[src/design/bmam_pkg.sv]
// Package: request and response types, mapper state types and codes shared by the mapper.
`timescale 1ns / 1ps

package bmam_pkg;

   // Request operation codes.
   typedef enum logic [1:0] {
      OP_BUS_READ  = 2'd0,
      OP_BUS_WRITE = 2'd1,
      OP_PORT_A    = 2'd2,
      OP_NONE      = 2'd3
   } op_type;

   // Banking mode codes held in the mode register.
   typedef enum logic [1:0] {
      MODE_PLAIN    = 2'd0,
      MODE_PAGED    = 2'd1,
      MODE_HIGH_MMU = 2'd2,
      MODE_FLAT     = 2'd3
   } mode_type;

   // Response action codes.
   typedef enum logic [2:0] {
      ACT_MEM_READ  = 3'd0,
      ACT_MEM_WRITE = 3'd1,
      ACT_ROM_DROP  = 3'd2,
      ACT_PORT_READ = 3'd3,
      ACT_PORT_FWD  = 3'd4,
      ACT_REG_WRITE = 3'd5,
      ACT_DEBUG_FF  = 3'd6,
      ACT_NONE      = 3'd7
   } action_type;

   // Address decode constants.
   localparam logic [7:0]  IO_PAGE          = 8'hFE;
   localparam logic [15:0] HIGH_MMU_SPLIT   = 16'hE000;
   localparam logic [15:0] PLAIN_RAM_LIMIT  = 16'h8000;
   localparam logic [5:0]  PAGED_RAM_FIRST  = 6'd32;

   // Mapper port numbers inside the I/O page.
   localparam logic [7:0]  PORT_HIGH_MMU    = 8'hFF;
   localparam logic [7:0]  PORT_PROT_LOW    = 8'hFC;
   localparam logic [7:0]  PORT_PROT_HIGH   = 8'hFB;
   localparam logic [7:0]  PORT_BANK_FIRST  = 8'h78;
   localparam logic [7:0]  PORT_BANK_LAST   = 8'h7B;
   localparam logic [7:0]  PORT_ENABLE_FIRST = 8'h7C;
   localparam logic [7:0]  PORT_ENABLE_LAST = 8'h7F;

   localparam logic [7:0]  DEBUG_READ_VALUE = 8'hFF;
   localparam logic [7:0]  PA3_CLEAR_MASK   = 8'hF7;

   typedef struct packed {
      logic [1:0]  operation;
      logic [15:0] address;
      logic [7:0]  write_value;
      logic        debug_read;
      logic [7:0]  port_a_data;
      logic        pa3_is_output;
   } req_type;

   typedef struct packed {
      logic [19:0] phys_address;
      logic [2:0]  action;
      logic [7:0]  port_address;
      logic [7:0]  out_value;
      logic        protection_fault;
   } rsp_type;

   // Mapper registers other than the mode.
   typedef struct packed {
      logic [3:0][5:0] bank_page;
      logic            banking_on;
      logic [7:0]      high_mmu_reg;
      logic [7:0]      protect_low_page;
      logic [7:0]      protect_high_page;
      logic [3:0]      flat_page;
   } map_state_type;

   // Register loads caused by one request.
   typedef struct packed {
      logic       wr_high_mmu;
      logic       wr_bank;
      logic [1:0] bank_index;
      logic       wr_banking;
      logic       wr_prot_low;
      logic       wr_prot_high;
      logic       wr_flat;
      logic [7:0] value;
      logic [3:0] flat_value;
   } map_update_type;

endpackage

[src/design/bmam_translate.sv]
// Combinational translation of one request into a response and mapper register loads.
`timescale 1ns / 1ps

module bmam_translate
   import bmam_pkg::*;
(
   input  req_type        req,
   input  mode_type       bank_mode,
   input  map_state_type  state,
   output rsp_type        rsp,
   output map_update_type update
);

   logic        io_page;
   logic [7:0]  port;
   logic [7:0]  mmu_bits;
   logic [3:0]  high_page;
   logic [5:0]  paged_page;
   logic [19:0] mapped_address;
   logic        writable;
   logic        fault;
   logic [7:0]  pa_bits;
   logic        port_taken;

   assign io_page = (req.address[15:8] == IO_PAGE);
   assign port    = req.address[7:0];

   // High MMU register: the low window uses the register shifted right by one.
   assign mmu_bits   = (req.address < HIGH_MMU_SPLIT) ? {1'b0, state.high_mmu_reg[7:1]}
                                                      : state.high_mmu_reg;
   assign high_page  = {mmu_bits[0], mmu_bits[2], mmu_bits[4], mmu_bits[6]};
   assign paged_page = state.bank_page[req.address[15:14]];

   always_comb begin
      mapped_address = {4'd0, req.address};
      writable       = 1'b0;
      unique case (bank_mode)
         MODE_HIGH_MMU: begin
            mapped_address = {high_page, req.address};
            writable       = high_page[3];
         end
         MODE_PAGED: begin
            if (state.banking_on) begin
               mapped_address = {paged_page, req.address[13:0]};
               writable       = (paged_page >= PAGED_RAM_FIRST);
            end
         end
         MODE_FLAT: begin
            mapped_address = {state.flat_page, req.address};
            writable       = state.flat_page[3];
         end
         MODE_PLAIN: begin
            writable = (req.address < PLAIN_RAM_LIMIT);
         end
         default: begin
            writable = 1'b0;
         end
      endcase
   end

   assign fault = (state.protect_low_page != 8'd0) &&
                  (req.address[15:8] >= state.protect_low_page) &&
                  (req.address[15:8] < state.protect_high_page);

   assign pa_bits = req.pa3_is_output ? req.port_a_data : (req.port_a_data & PA3_CLEAR_MASK);

   // Port write decode: which mapper register, if any, takes the byte.
   always_comb begin
      update            = '0;
      update.value      = req.write_value;
      update.bank_index = port[1:0];
      update.flat_value = {pa_bits[3], pa_bits[4], pa_bits[5], pa_bits[6]};
      port_taken        = 1'b0;
      if (port == PORT_HIGH_MMU && bank_mode == MODE_HIGH_MMU) begin
         update.wr_high_mmu = 1'b1;
         port_taken         = 1'b1;
      end else if (bank_mode == MODE_PAGED && port >= PORT_BANK_FIRST &&
                   port <= PORT_BANK_LAST) begin
         update.wr_bank = 1'b1;
         port_taken     = 1'b1;
      end else if (bank_mode == MODE_PAGED && port >= PORT_ENABLE_FIRST &&
                   port <= PORT_ENABLE_LAST) begin
         update.wr_banking = 1'b1;
         port_taken        = 1'b1;
      end else if (port == PORT_PROT_LOW) begin
         update.wr_prot_low = 1'b1;
         port_taken         = 1'b1;
      end else if (port == PORT_PROT_HIGH) begin
         update.wr_prot_high = 1'b1;
         port_taken          = 1'b1;
      end

      // Only an I/O page write or a port A update actually loads anything.
      if (!(req.operation == OP_BUS_WRITE && io_page)) begin
         update.wr_high_mmu  = 1'b0;
         update.wr_bank      = 1'b0;
         update.wr_banking   = 1'b0;
         update.wr_prot_low  = 1'b0;
         update.wr_prot_high = 1'b0;
      end
      update.wr_flat = (req.operation == OP_PORT_A);
   end

   always_comb begin
      rsp = '0;
      rsp.action = ACT_NONE;
      unique case (op_type'(req.operation))
         OP_BUS_READ: begin
            if (io_page) begin
               rsp.port_address = port;
               if (req.debug_read) begin
                  rsp.action    = ACT_DEBUG_FF;
                  rsp.out_value = DEBUG_READ_VALUE;
               end else begin
                  rsp.action = ACT_PORT_READ;
               end
            end else begin
               rsp.phys_address = mapped_address;
               rsp.action       = ACT_MEM_READ;
            end
         end
         OP_BUS_WRITE: begin
            rsp.out_value = req.write_value;
            if (io_page) begin
               rsp.port_address = port;
               rsp.action       = port_taken ? ACT_REG_WRITE : ACT_PORT_FWD;
            end else begin
               rsp.phys_address     = mapped_address;
               rsp.protection_fault = fault;
               rsp.action           = writable ? ACT_MEM_WRITE : ACT_ROM_DROP;
            end
         end
         OP_PORT_A, OP_NONE: begin
            rsp.action = ACT_NONE;
         end
         default: begin
            rsp.action = ACT_NONE;
         end
      endcase
   end

endmodule

[src/design/bmam_state.sv]
// Mapper registers: banking mode, bank pages, MMU, protection window and flat page.
`timescale 1ns / 1ps

module bmam_state
   import bmam_pkg::*;
(
   input  logic           clock,
   input  logic           reset,
   input  logic           csr_wr_en,
   input  logic [1:0]     csr_wr_data,
   input  logic           update_en,
   input  map_update_type update,
   output mode_type       bank_mode,
   output map_state_type  state
);

   mode_type      mode_ff, mode_in;
   map_state_type state_ff, state_in;

   always_comb begin
      mode_in  = mode_ff;
      state_in = state_ff;
      if (csr_wr_en) begin
         // A mode write also reloads the banking enable for that mode.
         mode_in             = mode_type'(csr_wr_data);
         state_in.banking_on = (mode_in == MODE_PAGED) || (mode_in == MODE_HIGH_MMU);
      end else if (update_en) begin
         if (update.wr_high_mmu) begin
            state_in.high_mmu_reg = update.value;
         end
         if (update.wr_bank) begin
            state_in.bank_page[update.bank_index] = update.value[5:0];
         end
         if (update.wr_banking) begin
            state_in.banking_on = update.value[0];
         end
         if (update.wr_prot_low) begin
            state_in.protect_low_page = update.value;
         end
         if (update.wr_prot_high) begin
            state_in.protect_high_page = update.value;
         end
         if (update.wr_flat) begin
            state_in.flat_page = update.flat_value;
         end
      end
   end

   always_ff @(posedge clock) begin
      if (reset) begin
         mode_ff  <= MODE_PLAIN;
         state_ff <= '0;
      end else begin
         mode_ff  <= mode_in;
         state_ff <= state_in;
      end
   end

   assign bank_mode = mode_ff;
   assign state     = state_ff;

endmodule

[src/design/banked_memory_address_mapper.sv]
// Top level: request register, address translation, mapper registers and response register.
`timescale 1ns / 1ps
// Throughput: one request per cycle while rsp_stall does not hold the response register;
// the request register feeds the translation logic, which reads and updates the mapper
// registers in the same cycle it loads the response.
// Reset clears both pipeline valids, the mode (plain) and every mapper register to zero.

module banked_memory_address_mapper
   import bmam_pkg::*;
(
   input  logic       clock,
   input  logic       reset,
   input  logic       req_valid,
   output logic       req_stall,
   input  req_type    req_payload,
   output logic       rsp_valid,
   input  logic       rsp_stall,
   output rsp_type    rsp_payload,
   input  logic       csr_wr_en,
   input  logic [1:0] csr_wr_data
);

   // Request register stage.
   logic    req_valid_ff, req_valid_in;
   req_type req_data_ff, req_data_in;

   // Response register stage.
   logic    rsp_valid_ff, rsp_valid_in;
   rsp_type rsp_data_ff, rsp_data_in;

   logic           req_accept;
   logic           advance;
   mode_type       bank_mode;
   map_state_type  map_state;
   rsp_type        translated;
   map_update_type update;

   // The response register can take a new result when it is empty or being drained.
   // The request register only stalls when its request cannot move forward.
   assign advance    = !rsp_valid_ff || !rsp_stall;
   assign req_stall  = req_valid_ff && !advance;
   assign req_accept = req_valid && !req_stall;

   always_comb begin
      req_valid_in = req_valid_ff;
      req_data_in  = req_data_ff;
      if (req_accept) begin
         req_valid_in = 1'b1;
         req_data_in  = req_payload;
      end else if (advance) begin
         req_valid_in = 1'b0;
      end
   end

   always_comb begin
      rsp_valid_in = rsp_valid_ff;
      rsp_data_in  = rsp_data_ff;
      if (advance) begin
         rsp_valid_in = req_valid_ff;
         rsp_data_in  = translated;
      end
   end

   always_ff @(posedge clock) begin
      if (reset) begin
         req_valid_ff <= 1'b0;
         rsp_valid_ff <= 1'b0;
      end else begin
         req_valid_ff <= req_valid_in;
         rsp_valid_ff <= rsp_valid_in;
      end
   end

   always_ff @(posedge clock) begin
      req_data_ff <= req_data_in;
      rsp_data_ff <= rsp_data_in;
   end

   // Translation sees the mapper registers as left by the previous request, so a
   // register write is in effect for the very next request.
   bmam_translate u_translate (
      .req       (req_data_ff),
      .bank_mode (bank_mode),
      .state     (map_state),
      .rsp       (translated),
      .update    (update)
   );

   // Registers are loaded as the request moves into the response register.
   bmam_state u_state (
      .clock       (clock),
      .reset       (reset),
      .csr_wr_en   (csr_wr_en),
      .csr_wr_data (csr_wr_data),
      .update_en   (req_valid_ff && advance),
      .update      (update),
      .bank_mode   (bank_mode),
      .state       (map_state)
   );

   assign rsp_valid   = rsp_valid_ff;
   assign rsp_payload = rsp_data_ff;

endmodule

[config.mk]
export PLATFORM = sky130hd
export DESIGN_NAME = banked_memory_address_mapper
export DESIGN_NICKNAME = d
export VERILOG_FILES = /design/src/design/bmam_pkg.sv /design/src/design/bmam_translate.sv /design/src/design/bmam_state.sv /design/src/design/banked_memory_address_mapper.sv
export SDC_FILE = /design/constraint.sdc
export NUM_CORES = 1
export LEC_CHECK = 0
export ABC_AREA = 1
export CORE_MARGIN = 2
export CORE_UTILIZATION = 40
export CTS_CLUSTER_SIZE = 30
export DETAILED_ROUTE_END_ITERATION = 10
export DONT_BUFFER_PORTS = 1
export PLACE_DENSITY = 0.54
export SLEW_MARGIN = 20
export SYNTH_ARGS = -nofsm -noshare
export SYNTH_HDL_FRONTEND = slang
export SYNTH_SLANG_ARGS = --single-unit
export TNS_END_PERCENT = 1
[constraint.sdc]
create_clock -name clock -period 7.28 [get_ports clock]
set_input_delay 1.456 -clock clock [delete_from_list [all_inputs] [get_ports clock]]
set_output_delay 1.456 -clock clock [all_outputs]
set_load 0.1 [all_outputs]
==> impl_metrics.env, run 1 <==
export IMPL_number_of_endpoints_failing_setup_at_the_final_stage=0
export IMPL_numClockSinks=129
export IMPL_cts_inserted_buffers=17
export IMPL_nFillCells=1309
export IMPL_number_of_global_route_vias_before_repair=3807
export IMPL_postSynthCellCount=625
export IMPL_synth_cell_type_count=26
export IMPL_internal_power_mw=1.42
export IMPL_cp_end_kind="output port"
export IMPL_met1_capacity_usage_during_global_routing=0.223
export IMPL_drt_iter0_markers=229
export IMPL_worst_ep_arrival_time_ps=2360
export IMPL_postSynthAreaPerCell_um2=9.05
export IMPL_overall_routing_resource_usage=0.179
export IMPL_syn_to_final_growth_pct=13.7
export IMPL_worstHoldPathType="reg2reg"
export IMPL_drive_above_1_share=0.0779
export IMPL_finalNonFillerCells=822
export IMPL_p_per_area_nw_per_um2=295
export IMPL_highest_clock_rate_mhz=262
export IMPL_cts_clk_slew_worst_paths_ps=60
export IMPL_coreArea_um2=13800
export IMPL_cts_root_buf="sky130_fd_sc_hd__clkbuf_16"
export IMPL_post_drt_via_cell_ratio=4.85
export IMPL_finalHoldViolations=0
export IMPL_critical_path_class="in2out"
export IMPL_mappedNetlistArea_um2=5660
export IMPL_power_mw=1.89
export IMPL_via_count=3983
export IMPL_sequentialPowerShare=0.491
export IMPL_worst_path_max_delay_cell="sky130_fd_sc_hd__nor2_2"
export IMPL_synth_nets=683
export IMPL_cp_data_required_time_ps=5820
export IMPL_firstDrtPassIters=4
export IMPL_rsz_0062_raised_after_global_routing="no"
export IMPL_worst_ir_drop_vdd_mv=0.188
export IMPL_grt_max_degree=53
export IMPL_drv_max_cap_violation_count=0
export IMPL_busiest_layer="met2"
export IMPL_groute_layer_met3_usage=0.0581
export IMPL_route_detailed_wl_per_inst_um=15.5
export IMPL_port_buffer_count=0
export IMPL_p_clk_frac=0.476
export IMPL_cp_buffers_inverters=0
export IMPL_fin_setup_tns_ps=0
export IMPL_min_period_over_period=0.525
export IMPL_whs_ps=461
export IMPL_pre_cts_ws_ps=3460
export IMPL_worstPathCellList="nand2_2 > nor2_2"
export IMPL_initial_utilization=0.409
export IMPL_slowest_delay_ps=860
export IMPL_timing_max_slew_rel_slack=0.274
export IMPL_post_dp_hpwl_mm=8.73
export IMPL_sequential_share_of_the_synthesized_area=0.584
export IMPL_fin_area_um2=6430
export IMPL_fin_nets=687
export IMPL_grt_pass1_wl_mm=20.0
export IMPL_worst_pin_slew_ps=1090
export IMPL_cts_max_level=4
export IMPL_final_period_minus_worst_setup_slack_ps=3820
export IMPL_gr_usage_met2=0.288
export IMPL_p_switching_mw=0.475
export IMPL_clk_insertion_delay_late_ps=410
export IMPL_final_setup_skew_ps=7.57
export IMPL_static_leakage_power_nw=2.80
export IMPL_final_core_utilization=0.465
export IMPL_cts_repair_timing_setup_buffer_count=0
export IMPL_post_dp_cell_area_um2=5800
export IMPL_timing_final_max_slew_violations=0
export IMPL_yosysWarnings=0
export IMPL_fp_row_count=43
export IMPL_dp_cells=790
export IMPL_ctsHoldBuffers=0
export IMPL_critical_path_peak_fanout=2
export IMPL_layout_common_cells="117 x sky130_fd_sc_hd__nand2_1, 104 x sky130_fd_sc_hd__nor2_1, 89 x sky130_fd_sc_hd__inv_1"
export IMPL_post_route_worst_setup_slack_ps=3460
export IMPL_gp_routability_congestion=0.844
export IMPL_critical_path_startpoint_type="input pin"
export IMPL_power_frac_comb=0.032
export IMPL_switching_share=0.251
export IMPL_die_area_um2=15100
export IMPL_ios=85
export IMPL_chipHeight_um=123
export IMPL_clock_tree_from_tritoncts="built"
export IMPL_post_route_drc_count=0
export IMPL_cts_resized=0
export IMPL_ant_nets=0
export IMPL_synth_ff_latch_count=129
export IMPL_status="finished clean"
export IMPL_grt_antenna_before_repair=0
export IMPL_critical_path_top_delay_family="simple AND/OR/NAND/NOR gates"
export IMPL_antenna_cells=0
export IMPL_gr_total_overflow=0
export IMPL_clk_path_buf_depth=2
export IMPL_wl_mm=12.7
export IMPL_mostFrequentLayoutCell="sky130_fd_sc_hd__nand2_1"
export IMPL_floorplan_die_width_um=123
-- power groups by stage --
stage / logic, mW / registers [mW] / clock network [mW]
after floorplan: 0.0496 / 0.934 / 0
after global placement: 0.0608 / 0.945 / 0
after detailed placement: 0.0621 / 0.946 / 0
after CTS: 0.0626 / 0.931 / 0.920
after global routing: 0.0710 / 0.935 / 0.950
final: 0.0615 / 0.931 / 0.902
-- final timing paths --
| kind | startpoint | endpoint | depth (start not counted) | slack (ps) |
|---|---|---|---|---|
| max | rsp_stall | req_stall | 2 | 3460 |
| min | u_state.state[3]$_SDFFE_PP0P_ | u_state.state[3]$_SDFFE_PP0P_ | 2 | 460 |
| max reg2reg | rsp_valid$_SDFFE_PP0N_ | req_data_ff[0]$_DFFE_PP_ | 6 | 4130 |
| min reg2reg | u_state.state[3]$_SDFFE_PP0P_ | u_state.state[3]$_SDFFE_PP0P_ | 2 | 460 |
-- final cells by class --
type                    instances  area (um2)  area share
clock buffers                  19         433      0.0674
inverters                      93         349      0.0543
flip-flops and latches        129        3300       0.514
multi-input cells             385        1900       0.296
clock inverters                13         191      0.0298
repair buffers                  3        22.5     0.00350
well taps                     180         225      0.0350
-- synth_stat cells, drive strengths merged --
cell	count	area (um2)
inv	93	349
nand4	4	25.0
a21oi	39	195
xor2	1	8.76
a22oi	1	7.51
nor3	10	50.1
o21a	4	30.0
dfxtp	57	1140
edfxtp	72	2160
a31oi	5	31.3
a211oi	2	15.0
buf	10	75.1
nand3	23	178
nor4	2	12.5
nor2	112	467
ha	15	188
clkbuf	8	30.0
o21ai	47	235
nand2	120	455
-- cells by family after synthesis --
family                     synth area share
AOI/OAI and AO/OA                    0.0909
xor gates and xnor gates            0.00155
adders and majority gates            0.0332
buffers and inverters                0.0803
DFF                                   0.584
and+or+nand+nor                       0.210
-- sequential cells by signal (all words and copies together), names as in the netlist --
name,cells
rsp_valid,1
u_state.bank_mode,2
u_state.state,53
rsp_payload,40
req_data_ff,32
req_valid_ff,1
-- per-layer routing --
layer	vias up	wire, um
met3	6	633
met1	1859	5760
met5	-	0
li1	2038	-
met2	80	6230
met4	0	105
No activity file was read; power rests on OpenSTA's default activity.
==> inputs of run 2 (changes only) <==
- ABC_AREA: 1 -> 0
- clock period: 7.28 -> 3.7 ns (I/O delays scaled with it)
==> run 2 against run 1 <==
Effect of this change: global-route usage shrank 0.78 points; synthesized cell count shrank 29%; first-iteration DRC count shrank 8.7%; clock power grew 100%; critical path depth grew 2; worst setup slack lost 2500 ps; sequential share of layout area grew 0.090 points; largest power group is now clock.
==> impl_metrics.env, run 2 <==
export IMPL_cp_data_required_time_ps=3830
export IMPL_antenna_cells=0
export IMPL_drt_iter0_markers=209
export IMPL_final_core_utilization=0.468
export IMPL_firstDrtPassIters=4
export IMPL_syn_to_final_growth_pct=15.1
export IMPL_numClockSinks=129
export IMPL_clock_tree_from_tritoncts="built"
export IMPL_overall_routing_resource_usage=0.172
export IMPL_ant_nets=0
export IMPL_synthTopCellsByCount="72 x sky130_fd_sc_hd__edfxtp_1, 71 x sky130_fd_sc_hd__nor2_1, 60 x sky130_fd_sc_hd__mux2i_1"
export IMPL_highest_clock_rate_mhz=368
export IMPL_critical_path_class="reg2reg"
export IMPL_grt_max_degree=58
export IMPL_cts_clk_slew_worst_paths_ps=60
export IMPL_synth_cell_type_count=53
export IMPL_worst_ep_arrival_time_ps=2850
export IMPL_timing_final_max_slew_violations=0
export IMPL_critical_path_peak_fanout=12
export IMPL_biggest_area_contributors_in_the_synthesized_netlist="sky130_fd_sc_hd__edfxtp_1 39%, sky130_fd_sc_hd__dfxtp_1 20%, sky130_fd_sc_hd__mux2i_1 11%, sky130_fd_sc_hd__nor2_1 4.8%, sky130_fd_sc_hd__ha_1 3.4%"
export IMPL_timing_hold_worst_endpoint="u_state.state[30]$_SDFFE_PP0P_"
export IMPL_hold_path_cell_count=1
export IMPL_cts_inserted_buffers=17
export IMPL_route_detailed_wl_per_inst_um=18.5
export IMPL_worst_ir_drop_vdd_mv=0.315
export IMPL_mostFrequentLayoutCell="sky130_fd_sc_hd__edfxtp_1"
export IMPL_cts_resized=0
export IMPL_post_route_drc_count=0
export IMPL_synth_edff_count=72
export IMPL_synth_ff_latch_count=129
export IMPL_yosysWarnings=0
export IMPL_drv_max_cap_violation_count=0
export IMPL_reg2reg_depth=4
export IMPL_gr_total_overflow=0
export IMPL_timing_rr_start="req_data_ff[32]$_DFFE_PP_"
export IMPL_min_period_over_period=0.735
export IMPL_port_buffer_count=0
export IMPL_coreArea_um2=13700
export IMPL_clk_path_buf_depth=2
export IMPL_timing_max_slew_rel_slack=0.303
export IMPL_grt_pass1_wl_mm=18.7
export IMPL_power_mw=3.75
export IMPL_fin_nets=506
export IMPL_finalHoldViolations=0
export IMPL_die_area_um2=14900
export IMPL_p_per_area_nw_per_um2=585
export IMPL_via_count=3367
export IMPL_number_of_flip_flops_under_the_largest_register_name=53
export IMPL_sequential_share_of_the_synthesized_area=0.593
export IMPL_reg2reg_slack_ps=980
export IMPL_ctsHoldBuffers=0
export IMPL_synth_nets=504
export IMPL_worstHoldPathType="in2reg"
export IMPL_worst_pin_slew_ps=1040
export IMPL_fp_row_count=43
export IMPL_async_flop_share=0
export IMPL_floorplan_die_width_um=122
export IMPL_yosysTopAreaCell="sky130_fd_sc_hd__edfxtp_1"
export IMPL_drive_above_1_share=0.128
export IMPL_initial_utilization=0.406
export IMPL_ios=85
export IMPL_number_of_global_route_vias_before_repair=3351
export IMPL_gp_routability_congestion=0.806
export IMPL_static_leakage_power_nw=2.86
export IMPL_cp_end_kind="flip-flop"
export IMPL_dominant_register_cell_in_the_synthesized_netlist="sky130_fd_sc_hd__edfxtp_1"
export IMPL_postSynthCellCount=446
export IMPL_finalNonFillerCells=641
export IMPL_dp_cells=609
export IMPL_grt_antenna_before_repair=0
export IMPL_fin_setup_tns_ps=0
export IMPL_critical_path_startpoint_type="flip-flop"
export IMPL_status="finished clean"
export IMPL_post_drt_via_cell_ratio=5.25
export IMPL_post_synth_top_area_fraction=0.388
export IMPL_number_of_endpoints_failing_setup_at_the_final_stage=0
export IMPL_postSynthAreaPerCell_um2=12.5
export IMPL_nFillCells=1234
export IMPL_final_setup_skew_ps=10.4
export IMPL_hold_start="reset"
export IMPL_wl_mm=11.8
export IMPL_rsz_0062_raised_after_global_routing="no"
export IMPL_layout_common_cells="72 x sky130_fd_sc_hd__edfxtp_1, 71 x sky130_fd_sc_hd__nor2_1, 60 x sky130_fd_sc_hd__mux2i_1"
export IMPL_whs_ps=395
export IMPL_clk_insertion_delay_late_ps=420
export IMPL_cts_max_level=4
export IMPL_cts_repair_timing_setup_buffer_count=0
export IMPL_chipHeight_um=122
export IMPL_final_period_minus_worst_setup_slack_ps=2720
export IMPL_worstReg2RegEnd="rsp_payload[17]$_DFFE_PN_"
export IMPL_mappedNetlistArea_um2=5570
export IMPL_cts_root_buf="sky130_fd_sc_hd__clkbuf_16"
export IMPL_yosysMostFrequentCell="sky130_fd_sc_hd__edfxtp_1"
export IMPL_post_dp_hpwl_mm=8.01
## run 2: cell types whose count changed after synthesis, sizes merged, moves of 6 or more
cell | before | now
nand2 | 120 | 15
nor2b | 0 | 6
a21oi | 39 | 12
and2 | 0 | 14
nand3 | 23 | 3
o21ai | 47 | 5
mux2i | 0 | 60
a21o | 0 | 10
nor2 | 112 | 72
nor3 | 10 | 4
clkbuf | 8 | 17
and3 | 0 | 11
inv | 93 | 17
## run 2: area by class of cell
cell class / count / area [um2] / share of cell area
clock buffer: 24 / 546 / 0.0850
clock inverter: 8 / 115 / 0.0179
inverter: 17 / 63.8 / 0.00995
multi-input combinational: 278 / 2130 / 0.331
sequential: 129 / 3300 / 0.515
tap: 180 / 225 / 0.0351
timing repair buffer: 5 / 37.5 / 0.00585
## run 2: per-stage QoR
step | setup WS [ps] | area (um2)
2_1_floorplan | 306 | 5570
3_3_place_gp | 1090 | 5760
3_5_place_dp | 1020 | 5760
4_1_cts | 998 | 6420
5_1_grt | 737 | 6420
6_report | 980 | 6420
## run 2: cell families (layout without fill, tap and decap cells)
logic type      after synthesis  after routing  share of synthesized area
simple gates                151            151                      0.163
xor+xnor                      1              1                    0.00157
flops                       129            129                      0.593
compound gates               46             46                     0.0552
buf+inv                      39             54                     0.0278
fa+ha+maj                    15             15                     0.0337
mux                          65             65                      0.126
## run 2: critical path: stages (launching register included)
cell and delay [ps]:
sky130_fd_sc_hd__edfxtp_1 850, sky130_fd_sc_hd__mux4_2 580, sky130_fd_sc_hd__nor2b_1 160, sky130_fd_sc_hd__a2111oi_0 710
sky130_fd_sc_hd__o21ai_1 130
## run 2: metal layers
layer / vias to the layer above / share of wire / track usage
met5: - / 0 / 0
met4: 0 / 0.017 / 0.0726
met3: 14 / 0.047 / 0.0515
met2: 85 / 0.46 / 0.271
met1: 1648 / 0.47 / 0.219
li1: 1620 / - / -
## run 2: worst max-delay path by stage
stage / start / to / cells past startpoint
after floorplan: rsp_valid$_SDFFE_PP0N_ / req_data_ff[0]$_DFFE_PP_ / 2
after global placement: req_data_ff[32]$_DFFE_PP_ / rsp_payload[18]$_DFFE_PN_ / 5
after detailed placement: req_data_ff[32]$_DFFE_PP_ / rsp_payload[17]$_DFFE_PN_ / 4
after CTS: req_data_ff[32]$_DFFE_PP_ / rsp_payload[17]$_DFFE_PN_ / 4
after global routing: req_data_ff[32]$_DFFE_PP_ / rsp_payload[18]$_DFFE_PN_ / 5
final: req_data_ff[32]$_DFFE_PP_ / rsp_payload[17]$_DFFE_PN_ / 4
## run 2: power breakdown
part	switching, mW	internal (mW)
Sequential	0.249	1.57
Clock	0.600	1.23
Combinational	0.0612	0.0385
==> inputs of run 3 (changes only) <==
- clock period: 3.7 -> 2.6 ns (I/O delays scaled with it)
==> run 3 against run 2 <==
Effect of this change: combinational power rose to 3.0 times the previous value; count of clock-buffer cells in the layout shrank 6; clock skew shrank 4.9 ps; critical path depth up 2; total power increased by 44%; sequential power is 36% higher; via count increased by 1.6%; worst setup slack worse by 570 ps; cell count increased by 3.7%; routed wire length up 2.2%; maximum frequency is 24% higher; largest cell class unchanged.
==> impl_metrics.env, run 3 (same netlist as run 2, synthesis figures left out) <==
export IMPL_drv_max_cap_violation_count=0
export IMPL_pre_cts_ws_ps=360
export IMPL_worst_path_max_delay_cell="sky130_fd_sc_hd__edfxtp_1"
export IMPL_reg2reg_slack_ps=410
export IMPL_die_area_um2=14900
export IMPL_critical_path_peak_fanout=6
export IMPL_critical_path_class="reg2reg"
export IMPL_post_route_worst_setup_slack_ps=412
export IMPL_grt_antenna_before_repair=0
export IMPL_cts_repair_timing_setup_buffer_count=0
export IMPL_static_leakage_power_nw=2.98
export IMPL_ant_nets=0
export IMPL_number_of_flip_flops_under_the_largest_register_name=53
export IMPL_cts_root_buf="sky130_fd_sc_hd__clkbuf_16"
export IMPL_post_dp_cell_area_um2=5960
export IMPL_worst_ir_drop_vdd_mv=0.396
export IMPL_chipHeight_um=122
export IMPL_whs_ps=178
export IMPL_grt_max_degree=58
export IMPL_ctsHoldBuffers=0
export IMPL_cts_inserted_buffers=17
export IMPL_ios=85
export IMPL_slowest_delay_ps=610
export IMPL_number_of_global_route_vias_before_repair=3399
export IMPL_antenna_cells=0
export IMPL_drive_above_1_share=0.167
export IMPL_numClockSinks=129
export IMPL_fin_nets=530
export IMPL_route_detailed_wl_per_inst_um=18.2
export IMPL_clk_path_buf_depth=2
export IMPL_nFillCells=1203
export IMPL_number_of_endpoints_failing_setup_at_the_final_stage=0
export IMPL_final_setup_skew_ps=5.52
export IMPL_timing_final_max_slew_violations=0
export IMPL_worst_ep_arrival_time_ps=2440
export IMPL_hold_start="reset"
export IMPL_mostFrequentLayoutCell="sky130_fd_sc_hd__edfxtp_1"
export IMPL_clock_tree_from_tritoncts="built"
export IMPL_clk_insertion_delay_late_ps=410
export IMPL_coreArea_um2=13700
export IMPL_critical_path_top_delay_family="flip-flops"
export IMPL_cp_end_kind="flip-flop"
export IMPL_wl_mm=12.1
export IMPL_worstReg2RegEnd="rsp_payload[18]$_DFFE_PN_"
export IMPL_post_drt_via_cell_ratio=5.15
export IMPL_fin_area_um2=6610
export IMPL_timing_rr_start="req_data_ff[32]$_DFFE_PP_"
export IMPL_cp_data_required_time_ps=2860
export IMPL_via_count=3422
export IMPL_gp_routability_congestion=0.847
export IMPL_highest_clock_rate_mhz=457
export IMPL_min_period_over_period=0.841
export IMPL_finalHoldViolations=0
export IMPL_port_buffer_count=0
export IMPL_hold_path_cell_count=1
export IMPL_critical_path_startpoint_type="flip-flop"
export IMPL_rsz_0062_raised_after_global_routing="no"
export IMPL_initial_utilization=0.406
export IMPL_timing_max_slew_rel_slack=0.394
export IMPL_grt_pass1_wl_mm=19.1
export IMPL_worst_pin_slew_ps=911
export IMPL_layout_common_cells="72 x sky130_fd_sc_hd__edfxtp_1, 71 x sky130_fd_sc_hd__nor2_1, 60 x sky130_fd_sc_hd__mux2i_1"
export IMPL_overall_routing_resource_usage=0.177
export IMPL_post_route_drc_count=0
export IMPL_cts_resized=0
export IMPL_syn_to_final_growth_pct=18.6
export IMPL_post_dp_hpwl_mm=8.47
export IMPL_firstDrtPassIters=4
export IMPL_floorplan_die_width_um=122
export IMPL_power_mw=5.39
export IMPL_worstPathCellList="mux4_2 > nor2b_1 > a2111oi_0 > buf_4 > nand2_1 > o211ai_1"
export IMPL_final_period_minus_worst_setup_slack_ps=2190
export IMPL_drt_iter0_markers=227
export IMPL_status="finished clean"
export IMPL_cts_clk_slew_worst_paths_ps=60
export IMPL_cts_max_level=4
export IMPL_fp_row_count=43
export IMPL_cp_buffers_inverters=1
export IMPL_p_per_area_nw_per_um2=815
export IMPL_reg2reg_depth=6
export IMPL_timing_hold_worst_endpoint="u_state.state[47]$_SDFFE_PP0P_"
export IMPL_gr_total_overflow=0
export IMPL_fin_setup_tns_ps=0
export IMPL_worstHoldPathType="in2reg"
run 3: changes by cell type in the layout (fill, tap and decap cells not counted), sizes merged:
cell,previous run,this run
buf,5,29
bufinv,3,6
clkbuf,24,18
clkinv,4,7
clkinvlp,0,1
inv,18,17
run 3: layer usage:
layer	track usage	wire length [um]
met1	0.229	5470
met2	0.276	5720
met3	0.0482	666
met4	0.0841	240
met5	0	0
run 3: worst reg2reg max path, cell delays in order (launching register included):
cell	delay [ps]
sky130_fd_sc_hd__edfxtp_1	610
sky130_fd_sc_hd__mux4_2	550
sky130_fd_sc_hd__nor2b_1	150
sky130_fd_sc_hd__a2111oi_0	370
sky130_fd_sc_hd__buf_4	200
sky130_fd_sc_hd__nand2_1	50
sky130_fd_sc_hd__o211ai_1	100
run 3: worst max-delay path by stage:
stage                                    startpoint                            to  cells past startpoint
after floorplan              rsp_valid$_SDFFE_PP0N_  rsp_payload[0]$_SDFFCE_PP0N_                      1
after global placement    req_data_ff[32]$_DFFE_PP_     rsp_payload[18]$_DFFE_PN_                      6
after CTS                 req_data_ff[32]$_DFFE_PP_     rsp_payload[18]$_DFFE_PN_                      6
after global routing      req_data_ff[32]$_DFFE_PP_     rsp_payload[18]$_DFFE_PN_                      6
final                     req_data_ff[32]$_DFFE_PP_     rsp_payload[18]$_DFFE_PN_                      6
after detailed placement  req_data_ff[32]$_DFFE_PP_     rsp_payload[17]$_DFFE_PN_                      5
run 3: power breakdown:
| part | switching [mW] | internal, mW |
|---|---|---|
| registers | 0.233 | 2.24 |
| logic | 0.217 | 0.0838 |
| clock network | 0.841 | 1.78 |
run 3: layout make-up:
cell class | instances | area (um2) | area share
Sequential cell | 129 | 3300 | 0.500
Clock buffer | 18 | 429 | 0.0649
Multi-Input combinational cell | 278 | 2130 | 0.322
Tap cell | 180 | 225 | 0.0341
Timing Repair Buffer | 29 | 243 | 0.0367
Clock inverter | 14 | 218 | 0.0329
Inverter | 17 | 63.8 | 0.00966
run 3: stage by stage:
| stage | std cells | utilization |
|---|---|---|
| floorplan | 446 | - |
| global placement | 633 | 0.435 |
| detailed placement | 633 | 0.435 |
| CTS | 665 | 0.482 |
| global route | 665 | 0.482 |
| finish | 665 | 0.482 |
